`src/rtl/core/swc_pkg.sv`:
```
`timescale 1ns / 1ps

package swc_pkg;

    // Image height; rows at or beyond it carry no weight.
    localparam int ROWS = 120;

    localparam int ROW_W    = 7;
    localparam int COL_W    = 8;
    localparam int WEIGHT_W = 5;
    localparam int SUM_W    = 19;
    localparam int TOTAL_W  = 12;
    localparam int LIM_W    = 7;
    localparam int ERR_W    = 8;

    // Product of the center column and the weight total.
    localparam int PROD_W = COL_W + TOTAL_W;
    // Magnitude of the signed numerator handed to the divider.
    localparam int DVD_W  = PROD_W + 1;

    localparam int CFG_IDX_W  = 2;
    localparam int CFG_DATA_W = 8;

    localparam logic [COL_W-1:0] CENTER_RESET = 8'd80;
    localparam logic [LIM_W-1:0] LIMIT_RESET  = 7'd80;
    localparam logic [LIM_W-1:0] SLEW_RESET   = 7'd15;

    typedef enum logic [CFG_IDX_W-1:0] {
        REG_CENTER = 2'd0,
        REG_LIMIT  = 2'd1,
        REG_SLEW   = 2'd2
    } cfg_reg_t;

    typedef struct packed {
        logic acc_en;
        logic clear;
    } acc_ctrl_t;

    // Row band weights, in tenths.
    function automatic logic [WEIGHT_W-1:0] band_weight(input logic [ROW_W-1:0] row);
        logic [WEIGHT_W-1:0] w;
        if ({2'b00, row} >= 9'(ROWS)) begin
            w = 5'd0;
        end else if (row < 7'd40) begin
            w = 5'd0;
        end else if (row < 7'd60) begin
            w = 5'd10;
        end else if (row < 7'd70) begin
            w = 5'd13;
        end else if (row < 7'd80) begin
            w = 5'd18;
        end else if (row < 7'd110) begin
            w = 5'd25;
        end else begin
            w = 5'd0;
        end
        return w;
    endfunction

endpackage

```
`src/rtl/core/swc_accum.sv`:
```
`timescale 1ns / 1ps

module swc_accum (
    input  logic                          aclk,
    input  logic                          aresetn,
    input  swc_pkg::acc_ctrl_t            ctrl,
    input  logic [swc_pkg::ROW_W-1:0]     row_index,
    input  logic [swc_pkg::COL_W-1:0]     midline_col,
    output logic [swc_pkg::SUM_W-1:0]     sum,
    output logic [swc_pkg::TOTAL_W-1:0]   total
);
    import swc_pkg::*;

    logic [SUM_W-1:0]         sum_reg, sum_next;
    logic [TOTAL_W-1:0]       total_reg, total_next;
    logic [WEIGHT_W-1:0]      weight;
    logic [WEIGHT_W+COL_W-1:0] term;
    logic [SUM_W:0]           sum_wide;
    logic [TOTAL_W:0]         total_wide;

    always_comb begin
        weight     = band_weight(row_index);
        term       = weight * midline_col;
        sum_wide   = {1'b0, sum_reg} + (SUM_W+1)'(term);
        total_wide = {1'b0, total_reg} + (TOTAL_W+1)'(weight);
        sum_next   = sum_reg;
        total_next = total_reg;
        if (ctrl.clear) begin
            sum_next   = '0;
            total_next = '0;
        end else if (ctrl.acc_en) begin
            // Both sums saturate when a frame repeats rows.
            sum_next   = sum_wide[SUM_W] ? '1 : sum_wide[SUM_W-1:0];
            total_next = total_wide[TOTAL_W] ? '1 : total_wide[TOTAL_W-1:0];
        end
    end

    always_ff @(posedge aclk) begin
        if (!aresetn) begin
            sum_reg   <= '0;
            total_reg <= '0;
        end else begin
            sum_reg   <= sum_next;
            total_reg <= total_next;
        end
    end

    assign sum   = sum_reg;
    assign total = total_reg;

endmodule

```
`src/rtl/core/swc_divider.sv`:
```
`timescale 1ns / 1ps

module swc_divider (
    input  logic                          aclk,
    input  logic                          aresetn,
    input  logic                          start,
    input  logic [swc_pkg::DVD_W-1:0]     dividend,
    input  logic [swc_pkg::TOTAL_W-1:0]   divisor,
    output logic                          done,
    output logic [swc_pkg::DVD_W-1:0]     quotient
);
    import swc_pkg::*;

    localparam int CNT_W = $clog2(DVD_W);

    logic                 busy_reg, busy_next;
    logic                 done_reg, done_next;
    logic [CNT_W-1:0]     count_reg, count_next;
    logic [TOTAL_W-1:0]   rem_reg, rem_next;
    logic [TOTAL_W-1:0]   div_reg, div_next;
    logic [DVD_W-1:0]     quot_reg, quot_next;
    logic [TOTAL_W:0]     trial;
    logic                 fits;

    // Restoring division, one quotient bit per cycle. The dividend shifts
    // out of the top of quot_reg while quotient bits shift in at the bottom.
    always_comb begin
        trial      = {rem_reg, quot_reg[DVD_W-1]};
        fits       = trial >= {1'b0, div_reg};
        busy_next  = busy_reg;
        done_next  = 1'b0;
        count_next = count_reg;
        rem_next   = rem_reg;
        div_next   = div_reg;
        quot_next  = quot_reg;
        if (start) begin
            busy_next  = 1'b1;
            count_next = '0;
            rem_next   = '0;
            div_next   = divisor;
            quot_next  = dividend;
        end else if (busy_reg) begin
            rem_next   = fits ? TOTAL_W'(trial - {1'b0, div_reg}) : trial[TOTAL_W-1:0];
            quot_next  = {quot_reg[DVD_W-2:0], fits};
            count_next = count_reg + 1'b1;
            if (count_reg == CNT_W'(DVD_W - 1)) begin
                busy_next = 1'b0;
                done_next = 1'b1;
            end
        end
    end

    always_ff @(posedge aclk) begin
        if (!aresetn) begin
            busy_reg  <= 1'b0;
            done_reg  <= 1'b0;
            count_reg <= '0;
        end else begin
            busy_reg  <= busy_next;
            done_reg  <= done_next;
            count_reg <= count_next;
        end
        rem_reg  <= rem_next;
        div_reg  <= div_next;
        quot_reg <= quot_next;
    end

    assign done     = done_reg;
    assign quotient = quot_reg;

endmodule

```
`src/rtl/core/steering_error_weighted_centroid.sv`:
```
`timescale 1ns / 1ps
// Channel   Direction  Payload (lowest bit up)
// s_axis    in         tdata: row_index[6:0], midline_col[14:7], top_row[21:15]; tlast: last_row
// m_axis    out        tdata: steer_err[7:0] (signed); tuser: no_weight
// cfg       in         cfg_index: register index; cfg_data: write data
//
// A row that does not end the frame is accepted without a stall. After a last
// row's beat the input stalls through the product state, the numerator state,
// the divide state (21 quotient bits, one per cycle, then the done flag) and
// the finishing state; a frame with zero weight skips the divider. The
// finishing state waits while a previous result is still held in the output
// register. Reset is synchronous and loads the control, configuration and
// state registers at once; there is no clearing pass.

module steering_error_weighted_centroid (
    input  logic                              aclk,
    input  logic                              aresetn,
    input  logic                              s_axis_tvalid,
    output logic                              s_axis_tready,
    // row_index[6:0], midline_col[14:7], top_row[21:15], zero pad [23:22]
    input  logic [23:0]                       s_axis_tdata,
    input  logic                              s_axis_tlast,
    output logic                              m_axis_tvalid,
    input  logic                              m_axis_tready,
    // steer_err[7:0]
    output logic [7:0]                        m_axis_tdata,
    // no_weight[0]
    output logic                              m_axis_tuser,
    input  logic                              cfg_valid,
    output logic                              cfg_ready,
    input  logic [swc_pkg::CFG_IDX_W-1:0]     cfg_index,
    input  logic [swc_pkg::CFG_DATA_W-1:0]    cfg_data
);
    import swc_pkg::*;

    typedef enum logic [2:0] {
        ST_IDLE,
        ST_MUL,
        ST_START,
        ST_DIV,
        ST_FIN
    } state_t;

    state_t               state_reg, state_next;
    logic [COL_W-1:0]     center_reg;
    logic [LIM_W-1:0]     limit_reg;
    logic [LIM_W-1:0]     slew_reg;

    logic [PROD_W-1:0]    prod_reg, prod_next;
    logic                 neg_reg, neg_next;
    logic                 empty_reg, empty_next;
    logic signed [ERR_W-1:0] prev_reg, prev_next;
    logic                 m_valid_reg, m_valid_next;
    logic [ERR_W-1:0]     m_data_reg, m_data_next;
    logic                 m_user_reg, m_user_next;

    logic [ROW_W-1:0]     in_row;
    logic [COL_W-1:0]     in_col;
    logic [ROW_W-1:0]     in_top;
    logic                 accept;
    logic                 out_free;
    acc_ctrl_t            acc_ctrl;
    logic [SUM_W-1:0]     acc_sum;
    logic [TOTAL_W-1:0]   acc_total;

    logic signed [DVD_W:0] num;
    logic [DVD_W-1:0]     num_mag;
    logic                 div_start;
    logic                 div_done;
    logic [DVD_W-1:0]     div_quot;

    logic [DVD_W-1:0]     q_mag;
    logic [LIM_W-1:0]     clamped;
    logic signed [9:0]    err_w;
    logic signed [9:0]    prev_w;
    logic signed [9:0]    slew_w;
    logic signed [9:0]    diff;
    logic signed [9:0]    final_w;

    assign in_row = s_axis_tdata[6:0];
    assign in_col = s_axis_tdata[14:7];
    assign in_top = s_axis_tdata[21:15];

    assign s_axis_tready = (state_reg == ST_IDLE);
    assign accept        = s_axis_tvalid && s_axis_tready;
    assign out_free      = !m_valid_reg || m_axis_tready;
    assign cfg_ready     = 1'b1;

    always_ff @(posedge aclk) begin
        if (!aresetn) begin
            center_reg <= CENTER_RESET;
            limit_reg  <= LIMIT_RESET;
            slew_reg   <= SLEW_RESET;
        end else if (cfg_valid && cfg_ready) begin
            unique case (cfg_index)
                REG_CENTER: center_reg <= cfg_data[COL_W-1:0];
                REG_LIMIT:  limit_reg  <= cfg_data[LIM_W-1:0];
                REG_SLEW:   slew_reg   <= cfg_data[LIM_W-1:0];
                default:    ;
            endcase
        end
    end

    assign acc_ctrl.acc_en = accept && (in_row > in_top);
    assign acc_ctrl.clear  = (state_reg == ST_FIN) && out_free;

    swc_accum u_accum (
        .aclk        (aclk),
        .aresetn     (aresetn),
        .ctrl        (acc_ctrl),
        .row_index   (in_row),
        .midline_col (in_col),
        .sum         (acc_sum),
        .total       (acc_total)
    );

    // Numerator weighted_sum - center*total, split into sign and magnitude
    // so the divider truncates toward zero.
    assign num     = $signed({{(DVD_W-SUM_W+1){1'b0}}, acc_sum})
                   - $signed({2'b00, prod_reg});
    assign num_mag = num[DVD_W] ? DVD_W'(-num) : num[DVD_W-1:0];
    assign div_start = (state_reg == ST_START) && (acc_total != '0);

    swc_divider u_divider (
        .aclk     (aclk),
        .aresetn  (aresetn),
        .start    (div_start),
        .dividend (num_mag),
        .divisor  (acc_total),
        .done     (div_done),
        .quotient (div_quot)
    );

    // Clamp the magnitude, restore the sign, then limit the change.
    always_comb begin
        q_mag   = empty_reg ? DVD_W'(center_reg) : div_quot;
        clamped = (q_mag > DVD_W'(limit_reg)) ? limit_reg : q_mag[LIM_W-1:0];
        err_w   = neg_reg ? -$signed({3'b000, clamped}) : $signed({3'b000, clamped});
        prev_w  = 10'(prev_reg);
        slew_w  = $signed({3'b000, slew_reg});
        diff    = err_w - prev_w;
        if (diff > slew_w) begin
            final_w = prev_w + slew_w;
        end else if (diff < -slew_w) begin
            final_w = prev_w - slew_w;
        end else begin
            final_w = err_w;
        end
    end

    always_comb begin
        state_next   = state_reg;
        prod_next    = prod_reg;
        neg_next     = neg_reg;
        empty_next   = empty_reg;
        prev_next    = prev_reg;
        m_valid_next = m_valid_reg && !m_axis_tready;
        m_data_next  = m_data_reg;
        m_user_next  = m_user_reg;
        unique case (state_reg)
            ST_IDLE: begin
                if (accept && s_axis_tlast) begin
                    state_next = ST_MUL;
                end
            end
            ST_MUL: begin
                prod_next  = center_reg * acc_total;
                empty_next = (acc_total == '0);
                state_next = ST_START;
            end
            ST_START: begin
                // With no weight the mean is zero, so the error is -center.
                neg_next   = empty_reg ? 1'b1 : num[DVD_W];
                state_next = empty_reg ? ST_FIN : ST_DIV;
            end
            ST_DIV: begin
                if (div_done) begin
                    state_next = ST_FIN;
                end
            end
            ST_FIN: begin
                if (out_free) begin
                    prev_next    = final_w[ERR_W-1:0];
                    m_valid_next = 1'b1;
                    m_data_next  = final_w[ERR_W-1:0];
                    m_user_next  = empty_reg;
                    state_next   = ST_IDLE;
                end
            end
            default: state_next = ST_IDLE;
        endcase
    end

    always_ff @(posedge aclk) begin
        if (!aresetn) begin
            state_reg   <= ST_IDLE;
            prev_reg    <= '0;
            m_valid_reg <= 1'b0;
        end else begin
            state_reg   <= state_next;
            prev_reg    <= prev_next;
            m_valid_reg <= m_valid_next;
        end
        prod_reg   <= prod_next;
        neg_reg    <= neg_next;
        empty_reg  <= empty_next;
        m_data_reg <= m_data_next;
        m_user_reg <= m_user_next;
    end

    assign m_axis_tvalid = m_valid_reg;
    assign m_axis_tdata  = m_data_reg;
    assign m_axis_tuser  = m_user_reg;

`ifndef SYNTH
    a_done_in_div: assert property (@(posedge aclk) disable iff (!aresetn)
        div_done |-> (state_reg == ST_DIV))
        else $error("divider finished outside the divide state");

    a_err_range: assert property (@(posedge aclk) disable iff (!aresetn)
        m_axis_tvalid |-> (m_axis_tdata != 8'h80))
        else $error("steering error out of range");

    a_clear_after_frame: assert property (@(posedge aclk) disable iff (!aresetn)
        (state_reg == ST_FIN && out_free) |=> (acc_sum == '0 && acc_total == '0))
        else $error("accumulators not cleared after frame");

    a_no_accept_busy: assert property (@(posedge aclk) disable iff (!aresetn)
        (state_reg == ST_DIV) |-> !acc_ctrl.acc_en)
        else $error("row accumulated while dividing");
`endif

endmodule

```
`config.mk`:
```
export PLATFORM = sky130hd
export DESIGN_NAME = steering_error_weighted_centroid
export DESIGN_NICKNAME = d
export VERILOG_FILES = /design/src/rtl/core/swc_pkg.sv /design/src/rtl/core/swc_accum.sv /design/src/rtl/core/swc_divider.sv /design/src/rtl/core/steering_error_weighted_centroid.sv
export SDC_FILE = /design/constraint.sdc
export NUM_CORES = 1
export LEC_CHECK = 0
export BUFFER_PORTS_ARGS = -buffer_cell sky130_fd_sc_hd__clkbuf_2
export CAP_MARGIN = 20
export CORE_MARGIN = 10
export CORE_UTILIZATION = 30
export DETAILED_ROUTE_END_ITERATION = 6
export PLACE_DENSITY = 0.44
export SLEW_MARGIN = 20
export SYNTH_ARGS = -nofsm -noshare
export SYNTH_HDL_FRONTEND = slang
export SYNTH_SLANG_ARGS = --single-unit
```
`constraint.sdc`:
```
create_clock -name aclk -period 8.47 [get_ports aclk]
set_clock_uncertainty 0.1 [all_clocks]
set_input_delay 0.4235 -clock aclk [delete_from_list [all_inputs] [get_ports aclk]]
set_output_delay 0.4235 -clock aclk [all_outputs]
set_load 0.01 [all_outputs]
```
# [After elaboration in Yosys (flattened, before gate mapping)]
# Index checks and enable logic that the tools add are counted.
[totals] ff_bits=148 inputBits=40 out_inout_bits=12 wordCells=105
[op_classes] n_addsub=11 multipliers=2 magnitude_cmp=11 eq_ne=10 mux=28 bitwise_logic=2 reduce_logical=22
[op_table] cell="21-bit 2-to-1 mux" count=4
[op_table] cell="5-bit 2-to-1 mux" count=6
[op_table] cell="12-bit 2-to-1 mux" count=2
[op_table] cell="21-bit by 7-bit greater-than comparator with 1-bit output" count=1
[op_table] cell="7-bit less-than comparator, second input constant" count=3
[op_table] cell="21-bit negation" count=1
[op_table] cell="19-bit by 20-bit subtractor with 21-bit output" count=1
[op_table] cell="19-bit by 13-bit adder with 20-bit output" count=1
[op_table] cell="8-bit by 12-bit multiplier with 20-bit output" count=1
[op_table] cell="7-bit negation with 10-bit output" count=2
[op_table] cell="19-bit 2-to-1 mux" count=1
[op_table] cell="8-bit 2-to-1 mux" count=2
[op_table] cell="3-bit one-hot mux with 5 select lines" count=1
[op_table] cell="7-bit by 6-bit less-than comparator with 1-bit output, second input constant" count=2
[op_table] cell="12-bit by 5-bit adder with 13-bit output" count=1
[op_table] cell="13-bit by 12-bit greater-or-equal comparator with 1-bit output" count=1
[op_table] cell="5-bit by 8-bit multiplier with 13-bit output" count=1
[op_table] cell="12-bit zero test" count=1
[op_table] cell="3-bit 2-to-1 mux" count=4
[op_table] cell="12-bit nonzero test" count=1
[op_table] cell="12-bit subtractor" count=1
[op_table] cell="10-bit by 8-bit greater-than comparator with 1-bit output" count=1
[op_table] cell="10-bit less-than comparator" count=1
[op_table] cell="10-bit 2-to-1 mux" count=1
[op_table] cell="27 further kinds" count=45

# [Depth between registers and ports, before layout]
# Gate-level depths: netlist of run 1.
[logic_depth] depth_word=10 ltp_mapped=31 depth_no_buf=27

# [Modules after synthesis]
# Synthesis of run 1 repeated with hierarchy kept, for this count alone.
[unflattened] hier_cells=1716 area_unflattened_um2=15162.0
[modules_own_cells] mod="steering_error_weighted_centroid" n_inst=1 cells_each=1114 area_each_um2=9374.0 seq_area_each_um2=1611.5
[modules_own_cells] mod="swc_accum" n_inst=1 cells_each=374 area_each_um2=3175.5 seq_area_each_um2=620.6
[modules_own_cells] mod="swc_divider" n_inst=1 cells_each=228 area_each_um2=2612.5 seq_area_each_um2=1371.3

# [Worst setup path before layout of run 1]
# Ideal clock, no wire load.
[synth_timing] path_kind="register -> register" start="register empty_reg" end="register m_data_reg[2], in the netlist m_axis_tdata[2] (data pin)" setup_time_ns=0.195 t_arrival_ns=6.233 t_required_ns=8.175 setup_slack_ns=1.942 path_stages_with_launch=29 n_path_buf=4 period_less_slack_ns=6.528 cell_sequence="edfxtp_1 > buf_6 > buf_2 > mux2_2 > ha_1 > o21a_1 > o22a_1 > o21a_1 > nor2_1 > clkbuf_1 > o21ai_0 > ha_1 > a21oi_1 > inv_1 > ha_1 > nor2b_1 > o2111ai_1 > nand3_1 > a41o_1 > a311o_1 > nand4_2 > ha_1 > nor3_1 > nor2b_1 > a2111oi_4 > clkbuf_1 > nor3b_1 > a221oi_2 > o311ai_0"
[synth_between] elab_chain_cells=9 word_cells_on_any_way=10 cone_classes="2 x add/sub; 3 x order compare; 5 x mux"
[synth_lines] item="start: declaration" line="steering_error_weighted_centroid.sv:51" text="logic empty_reg, empty_next;"
[synth_lines] item="start signal: assignment" line="steering_error_weighted_centroid.sv:206" text="empty_reg <= empty_next;"
[synth_lines] item="21-bit 2-to-1 mux (*)" line="steering_error_weighted_centroid.sv:136" text="q_mag = empty_reg ? DVD_W'(center_reg) : div_quot;"
[synth_lines] item="21-bit by 7-bit greater-than comparator with 1-bit output" line="steering_error_weighted_centroid.sv:137" text="clamped = (q_mag > DVD_W'(limit_reg)) ? limit_reg : q_mag[LIM_W-1:0];"
[synth_lines] item="7-bit 2-to-1 mux (*)" line="steering_error_weighted_centroid.sv:137"
[synth_lines] item="7-bit negation with 10-bit output" line="steering_error_weighted_centroid.sv:138" text="err_w = neg_reg ? -$signed({3'b000, clamped}) : $signed({3'b000, clamped});"
[synth_lines] item="10-bit 2-to-1 mux (*)" line="steering_error_weighted_centroid.sv:138"
[synth_lines] item="10-bit by 8-bit subtractor with 10-bit output" line="steering_error_weighted_centroid.sv:141" text="diff = err_w - prev_w;"
[synth_lines] item="10-bit less-than comparator" line="steering_error_weighted_centroid.sv:144" text="end else if (diff < -slew_w) begin"
[synth_lines] item="8-bit 2-to-1 mux" line="steering_error_weighted_centroid.sv:144"
[synth_lines] item="8-bit 2-to-1 mux (*)" line="steering_error_weighted_centroid.sv:142" text="if (diff > slew_w) begin"
[synth_lines] item="named net final_w[2]" line="steering_error_weighted_centroid.sv:78" text="logic signed [9:0] final_w;"
[synth_lines] item="end signal: assignment" line="steering_error_weighted_centroid.sv:207" text="m_data_reg <= m_data_next;"
[synth_lines] item="end: declaration" line="steering_error_weighted_centroid.sv:54" text="logic [ERR_W-1:0] m_data_reg, m_data_next;"
# Mark *: on every way through the listed nets, which the timed path passes. The rest lies on a longest branch.
# A chain may end at the register's enable or synchronous reset.

# [Worst setup path after layout of run 1]
[layout_timing] start="register empty_reg" end="register m_data_reg[6], in the netlist m_axis_tdata[6] (data pin)"
# Same word-level chain as after synthesis.

==> summary.md, run 1 <==
| Metric | Value |
|---|---|
| Yosys synthesis warning count | `0` |
| Pin count of the biggest net entering global routing | `41` |
| Total gr overflow | `0` |
| Die width | `242.8 um` |
| DRT Wirelength | `39,060 um` |
| Peak supply drop | `161.4 uV` |
| Initial antenna violation count | `1` |
| TNS Setup | `0 ns` |
| Crit. End Element | `flip-flop` |
| Leakage Power | `7.482 nW` |
| Syn Std Cell Area | `14,890 um^2` |
| CTS tree | `yes` |
| Net Count, Synth | `2,001` |
| Post-CTS sizing | `0` |
| Setup Buffers After CTS | `0` |
| Setup WS post-layout | `0.7089 ns` |
| Pre-CTS setup slack | `0.6930 ns` |
| Final hold viol count | `0` |
| Clock sinks | `148` |
| GRT Overall Usage | `0.1357` |
| Port Buffers | `48` |
| Actual slew at the worst max-slew pin | `1.011 ns` |
| Dpl cell area | `15,860 um^2` |
| Synth area leaders | `ha_1 13%, edfxtp_1 13%, fa_1 13%` |
| Largest fanout on the critical path | `19` |
| Post-synth top area share | `0.1311` |
| Max_slew headroom | `0.3203` |
| Layout area overhead | `10.56%` |
| Yosys reg bits | `148` |
| Seq/Total Area, Yosys | `0.2421` |
| CP Class | `reg2reg` |
| DIE HEIGHT | `242.8 um` |
| Final setup vio count | `0` |
| Asr flop ratio synth | `0` |
| Synth cell count leaders | `211 x inv_1, 176 x nand2_1, 156 x ha_1` |
| Hpwl dp | `30,990 um` |
| Clock tree buffer depth | `2` |
| H-Tree Depth | `4` |
| DR WL/cell | `16.19 um` |
| Die area | `58,930 um^2` |
| Final Critical Period | `7.761 ns` |
| Root buffer cell | `clkbuf_16` |
| Final antenna-violating net count | `0` |
| DRT iter0 DRCs | `575` |
| Top FF cell, synth | `dfxtp_1` |
| Unrepaired setup endpoints after global routing | `no` |
| Via count | `11,810` |
| Synth Area per Inst | `8.705 um^2` |
| Power per Cell Area | `187.5 nW/um^2` |
| Synth area leader | `ha_1` |
| MaxCap Viol Count | `0` |
| Critical Path RT | `8.59 ns` |
| Final Wtd Congestion | `0.8265` |
| First-pass GRT wire length | `64,010 um` |
| Final slew viol count | `0` |
| NumNets Final | `2,026` |
| Share of layout cells above drive strength 1 | `0.08066` |
| Period utilization | `0.9163` |
| EDFF count, synth | `64` |
| Post-route core utilization | `0.3362` |
| Core region area | `48,950 um^2` |
| Count leader, synth | `inv_1` |
| Cell area after layout | `16,460 um^2` |
| Internal reg-to-reg setup slack | `0.71 ns` |
| Clk_lat worst skew | `0.49 ns` |
| Max Freq | `128.8 MHz` |
| Reg clk slew, reported paths | `0.08 ns` |
| Number of global-route vias before repair | `11,820` |
| Synth cell types | `87` |
| # hold bufs at CTS | `0` |
| First-pass iteration count of the detailed router | `5` |
| CTS buffer count | `17` |
| DRC viols | `0` |
| Via-to-Cell Ratio | `4.894` |
| # rows | `81` |
| Largest register FFs | `21` |
| Synthesized instance count | `1,710` |
| Hold Crit Class | `in2reg` |
| Startpoint Class | `flip-flop` |
| Status | `completed` |
| CP arrival | `7.88 ns` |
| Starting Density | `0.3041` |
| Ports | `52` |
through the flow:
| step | hold WS (ns) | std cells | power (mW) |
|---|---|---|---|
| final | 0.1235 | 2413 | 3.085 |
| after global routing | 0.1178 | 2412 | 3.341 |
| after detailed placement | 0.3681 | 2380 | 2.306 |
| after global placement | 0.3566 | 2380 | 2.297 |
| after floorplan | 0.3296 | 1710 | 1.975 |
| after CTS | 0.08881 | 2412 | 3.129 |
power by group:
group          internal [mW]  switching [mW]  leakage (nW)
Combinational          0.572           0.797          5.90
Sequential             0.838          0.0796          1.29
Clock                  0.427           0.372         0.296
worst paths after layout:
check,to,start,cells after the start
max,m_axis_tdata[6],empty_reg,26
min,center_reg[7],cfg_data[7],3
max reg2reg,m_axis_tdata[6],empty_reg,26
min reg2reg,u_divider.rem_reg[11],u_divider.rem_reg[11],2
logic make-up after synthesis:
| kind of cell | share of synthesized area |
|---|---|
| other | 0.0002519 |
| xor gates and xnor gates | 0.05640 |
| muxes | 0.02824 |
| AOI/OAI and AO/OA | 0.1641 |
| buffers and inverters | 0.07002 |
| adders and majority gates | 0.2589 |
| and+or+nand+nor | 0.1800 |
| DFF | 0.2421 |
layout make-up:
type	instances	area, um^2
fill	5154	32490
timing repair buffer	66	375.4
clock inverter	14	158.9
clock buffer	18	439.2
inverter	211	792.0
tap	664	830.8
sequential	148	3605
multi-input combinational	1291	10250
antenna	1	2.502
placed cells by master (no fill, tap or decap), types with 15 or more instances in the layout:
cell       count
clkbuf_16     17
xnor2_1       54
dfxtp_1       83
edfxtp_1      64
and3_1        18
clkbuf_2      48
and2_1        69
buf_4         18
nor3_1        35
o21a_1        18
o31ai_1       15
xor2_1        40
mux2i_1       33
a211oi_1      15
o21ai_0       86
nand2_1      176
nor2b_1       36
nor2_1        97
fa_1          95
a21oi_1       88
ha_1         156
inv_1        211
a21o_1        18
nand3_1       37
routing by layer:
layer / vias to the layer above / share of wire / global-route usage
met1: 5677 / 0.47 / 0.1739
li1: 5934 / - / -
met2: 158 / 0.47 / 0.2254
met3: 41 / 0.027 / 0.01867
met4: 0 / 0.025 / 0.05606
met5: - / 0 / 0
critical path: stages, from the launching register on:
cell and delay, ns:
edfxtp_1 0.85, mux2_2 0.44, ha_1 0.32, nand4_1 0.14
o2111ai_1 0.24, o21a_1 0.19, nor2_1 0.06, buf_4 0.19
o21ai_0 0.48, ha_1 0.33, a21oi_1 0.33, inv_1 0.09
ha_1 0.27, nor2b_1 0.14, o2111ai_1 0.24, nand3_1 0.18
a41o_1 0.30, a311o_1 0.34, nand4_2 0.15, ha_1 0.23
nor3_1 0.11, nor2b_1 0.19, a2111oi_4 0.73, o21ai_0 0.41
a2bb2oi_1 0.23, o22ai_1 0.14, a21oi_1 0.06
No activity file was read; power rests on OpenSTA's default activity.
==> run 2, diff against run 1 <==
--- a/config.mk
+++ b/config.mk
@@ -5,12 +5,13 @@
 export SDC_FILE = /design/constraint.sdc
 export NUM_CORES = 1
 export LEC_CHECK = 0
+export ABC_AREA = 1
 export BUFFER_PORTS_ARGS = -buffer_cell sky130_fd_sc_hd__clkbuf_2
 export CAP_MARGIN = 20
 export CORE_MARGIN = 10
-export CORE_UTILIZATION = 30
+export CORE_UTILIZATION = 25
 export DETAILED_ROUTE_END_ITERATION = 6
-export PLACE_DENSITY = 0.44
+export PLACE_DENSITY = 0.39
 export SLEW_MARGIN = 20
 export SYNTH_ARGS = -nofsm -noshare
 export SYNTH_HDL_FRONTEND = slang
==> run 2 against run 1 <==
  * First-iteration DRC count up 21%
  * Critical path depth is 10 higher
  * Hold slack got worse by 0.017 ns
==> summary.md, run 2 <==
| Metric | Value |
|---|---|
| TNS Setup | `0 ns (unchanged)` |
| Clock power frac | `0.172 (-0.087)` |
| Comb pwr share | `0.583 (+0.139)` |
| Max_slew headroom | `0.3119 (-0.008432)` |
| Ant. Diodes | `0 (-1)` |
| Synth area leaders | `ha_1 13%, edfxtp_1 13%, fa_1 13%` |
| Power per Cell Area | `261.8 nW/um^2 (+40%)` |
| Footprint of the multi-input gates | `9625 um^2 (-6.1%)` |
| Yosys reg bits | `148 (unchanged)` |
| Yosys synthesis warning count | `0 (unchanged)` |
| Pin count of the biggest net entering global routing | `38 (-7.3%)` |
| Die width | `264.0 um (+8.8%)` |
| # rows | `89 (+9.9%)` |
| Hpwl dp | `34,480 um (+11%)` |
| EDFF count, synth | `64 (unchanged)` |
| Layout area overhead | `11.24%` |
| Synth area leader | `ha_1` |
| Starting Density | `0.2523 (-0.05181)` |
| Startpoint Class | `flip-flop` |
| H-Tree Depth | `4 (unchanged)` |
| Most common cell after layout, fill and taps aside | `nand2_1` |
| Seq/Total Area, Yosys | `0.2420 (about the same)` |
| Root buffer cell | `clkbuf_16` |
| DR WL/cell | `15.19 um (-6.2%)` |
| Ports | `52 (unchanged)` |
| Post-synthesis simple-gate area fraction | `0.2252 (+0.04516)` |
| # hold bufs at CTS | `0 (unchanged)` |
| Initial antenna violation count | `0 (-1)` |
| Unrepaired setup endpoints after global routing | `no` |
| Post-Synth Adder-Cell Area | `0.2588 (about the same)` |
| Crit. End Element | `flip-flop` |
| Clk_lat worst skew | `0.46 ns (-0.03 ns)` |
| Setup Buffers After CTS | `0 (unchanged)` |
| Crit path top cell by count | `nand2_1` |
| Synth Area per Inst | `7.467 um^2 (-14%)` |
| Dpl cell area | `16,020 um^2 (+1.0%)` |
| Post-synthesis mux area share | `0.0006723 (-0.02757)` |
| Synth cell types | `60 (-31%)` |
| Final slew viol count | `0 (unchanged)` |
| CP Class | `reg2reg` |
| Fillers | `6,445 (+25%)` |
| Via-to-Cell Ratio | `4.405 (-10%)` |
| NumNets Final | `2,320 (+15%)` |
| Final Wtd Congestion | `0.8240 (-0.30%)` |
| DRT iter0 DRCs | `697 (+21%)` |
| Main combinational cell family by area after synthesis | `adder cells` |
| Sequential standard cell area | `3603 um^2 (about the same)` |
| Clock sinks | `148 (unchanged)` |
| CP arrival | `7.19 ns (-0.69 ns)` |
| Final Critical Period | `7.091 ns (-0.6705 ns)` |
| Crit-path slowest cell | `dfxtp_1` |
| First-pass iteration count of the detailed router | `7 (+2)` |
| First-pass GRT wire length | `69,080 um (+7.9%)` |
| CTS tree | `yes` |
| Period utilization | `0.8371 (-0.07916)` |
| Internal | `2.258 mW (+23%)` |
| Top FF cell, synth | `dfxtp_1` |
| Number of global-route vias before repair | `12,480 (+5.7%)` |
| Syn Std Cell Area | `14,890 um^2 (about the same)` |
| Count leader, synth | `nand2_1` |
| Status | `completed` |
| Critical Path RT | `8.57 ns (-0.02 ns)` |
| Total gr overflow | `0 (unchanged)` |
| CTS buffer count | `17 (unchanged)` |
| Most frequent cells in the layout | `441 x nand2_1, 390 x inv_1, 156 x ha_1, 136 x nor2_1, 119 x a21oi_1` |
| Sw Pwr | `2.079 mW (+67%)` |
| Max Freq | `141.0 MHz (+9.5%)` |
| Hold Crit Class | `in2reg` |
| Final setup vio count | `0 (unchanged)` |
| Synthesized instance count | `1,994 (+17%)` |
| Actual slew at the worst max-slew pin | `1.031 ns (+0.02015 ns)` |
| Synth Area in XOR/XNOR | `0.05109 (-0.005308)` |
| GRT Overall Usage | `0.1239 (-0.01178)` |
| MaxCap Viol Count | `0 (unchanged)` |
| Post-CTS sizing | `0 (unchanged)` |
| Sw frac | `0.4794 (+0.07481)` |
| Clock tree buffer depth | `2 (unchanged)` |
| Asr flop ratio synth | `0 (unchanged)` |
| Final antenna-violating net count | `0 (unchanged)` |
| Leakage Power | `8.610 nW (+15%)` |
| Post-synthesis compound-gate area fraction | `0.1103 (-0.05382)` |
| Die area | `69,720 um^2 (+18%)` |
| Cell area after layout | `16,560 um^2 (+0.65%)` |
| CP max stage delay | `0.55 ns (-0.30 ns)` |
| DIE HEIGHT | `264.0 um (+8.8%)` |
| Net Count, Synth | `2,285 (+14%)` |
| Port Buffers | `48 (unchanged)` |
| Final hold viol count | `0 (unchanged)` |
| Reg clk slew, reported paths | `0.07 ns (about the same)` |
| Largest register FFs | `21 (unchanged)` |
| DRC viols | `0 (unchanged)` |
| Core region area | `59,020 um^2 (+21%)` |
| Synth cell count leaders | `441 x nand2_1, 390 x inv_1, 156 x ha_1` |
| Via count | `12,400 (+5.0%)` |
| Largest fanout on the critical path | `14 (-5)` |
| Seq pwr share | `0.244 (-0.054)` |
| Share of layout cells above drive strength 1 | `0.06614 (-0.01452)` |
| Peak supply drop | `212.6 uV (+32%)` |
| DRT Wirelength | `42,740 um (+9.4%)` |
| Post-synth top area share | `0.1311 (about the same)` |
==> run 2: changes by cell type after synthesis, sizes merged, moves of 17 or more <==
| cell | before | now |
|---|---|---|
| nand2 | 176 | 451 |
| mux2i | 33 | 1 |
| inv | 211 | 392 |
| xnor2 | 54 | 23 |
| nand3 | 37 | 107 |
| nor2 | 100 | 144 |
| xor2 | 41 | 63 |
| and2 | 71 | 9 |
| nor2b | 36 | 0 |
| a21oi | 89 | 120 |
| and3 | 18 | 1 |
==> run 2: cell families (layout without fill, tap and decap cells) <==
family	count (synthesis)	in the layout
XOR/XNOR	86	86
multiplexers	1	1
AND/OR/NAND/NOR	778	778
adder cells (fa/ha/maj)	251	251
other	1	1
flip-flops	148	148
buffers and inverters	440	487
AO/OA/AOI/OAI	289	289
==> run 2: routing by layer <==
layer / vias up / wire (um) / GRT usage
li1: 6418 / - / -
met1: 5832 / 20750 / 0.1614
met2: 120 / 20520 / 0.2121
met3: 25 / 934 / 0.01862
met4: 0 / 531 / 0.02718
met5: - / 0 / 0
==> run 2: stage by stage <==
| stage | worst slack [ns] | utilization | total power, mW | instances | hold slack (ns) |
|---|---|---|---|---|---|
| 2_1_floorplan | 2.596 | - | 2.939 | 1994 | 0.3064 |
| 3_3_place_gp | 1.389 | 0.2714 | 3.618 | 2783 | 0.3844 |
| 3_5_place_dp | 1.363 | 0.2714 | 3.628 | 2783 | 0.3859 |
| 4_1_cts | 1.314 | 0.2806 | 4.399 | 2814 | 0.09294 |
| 5_1_grt | 0.5803 | 0.2806 | 4.816 | 2814 | 0.09277 |
| 6_report | 1.379 | 0.2806 | 4.337 | 2814 | 0.1064 |
==> run 2: area by class of cell <==
| class | instances | area share |
|---|---|---|
| Sequential cell | 148 | 0.2176 |
| Tap cell | 773 | 0.05839 |
| Clock inverter | 9 | 0.004306 |
| Clock buffer | 22 | 0.02871 |
| Timing Repair Buffer | 61 | 0.02040 |
| Inverter | 395 | 0.08951 |
| Multi-Input combinational cell | 1406 | 0.5811 |
==> run 2: worst paths after layout <==
check,start,endpoint,slack (ns),cells after the start
min reg2reg,u_divider.rem_reg[1],u_divider.rem_reg[1],0.40,2
min,cfg_data[7],center_reg[7],0.11,3
max reg2reg,center_reg[4],m_axis_tdata[1],1.38,36
max,center_reg[4],m_axis_tdata[1],1.38,36
==> run 2: worst max-delay path, delay by kind of cell, from the launching register on <==
kind	cells	cell delay, ns
compound gates	10	2.37
simple gates	15	1.79
fa+ha+maj	4	1.20
buf+inv	6	0.61
flops	1	0.55
xor+xnor	1	0.17
==> run 2: power groups by stage <==
stage               Combinational [mW]  Sequential, mW  Clock (mW)
detailed placement                2.55            1.08           0
floorplan                         1.91            1.03           0
global placement                  2.54            1.08           0
finish                            2.53            1.06       0.747
global route                      2.93            1.08       0.806
CTS                               2.56            1.06       0.773
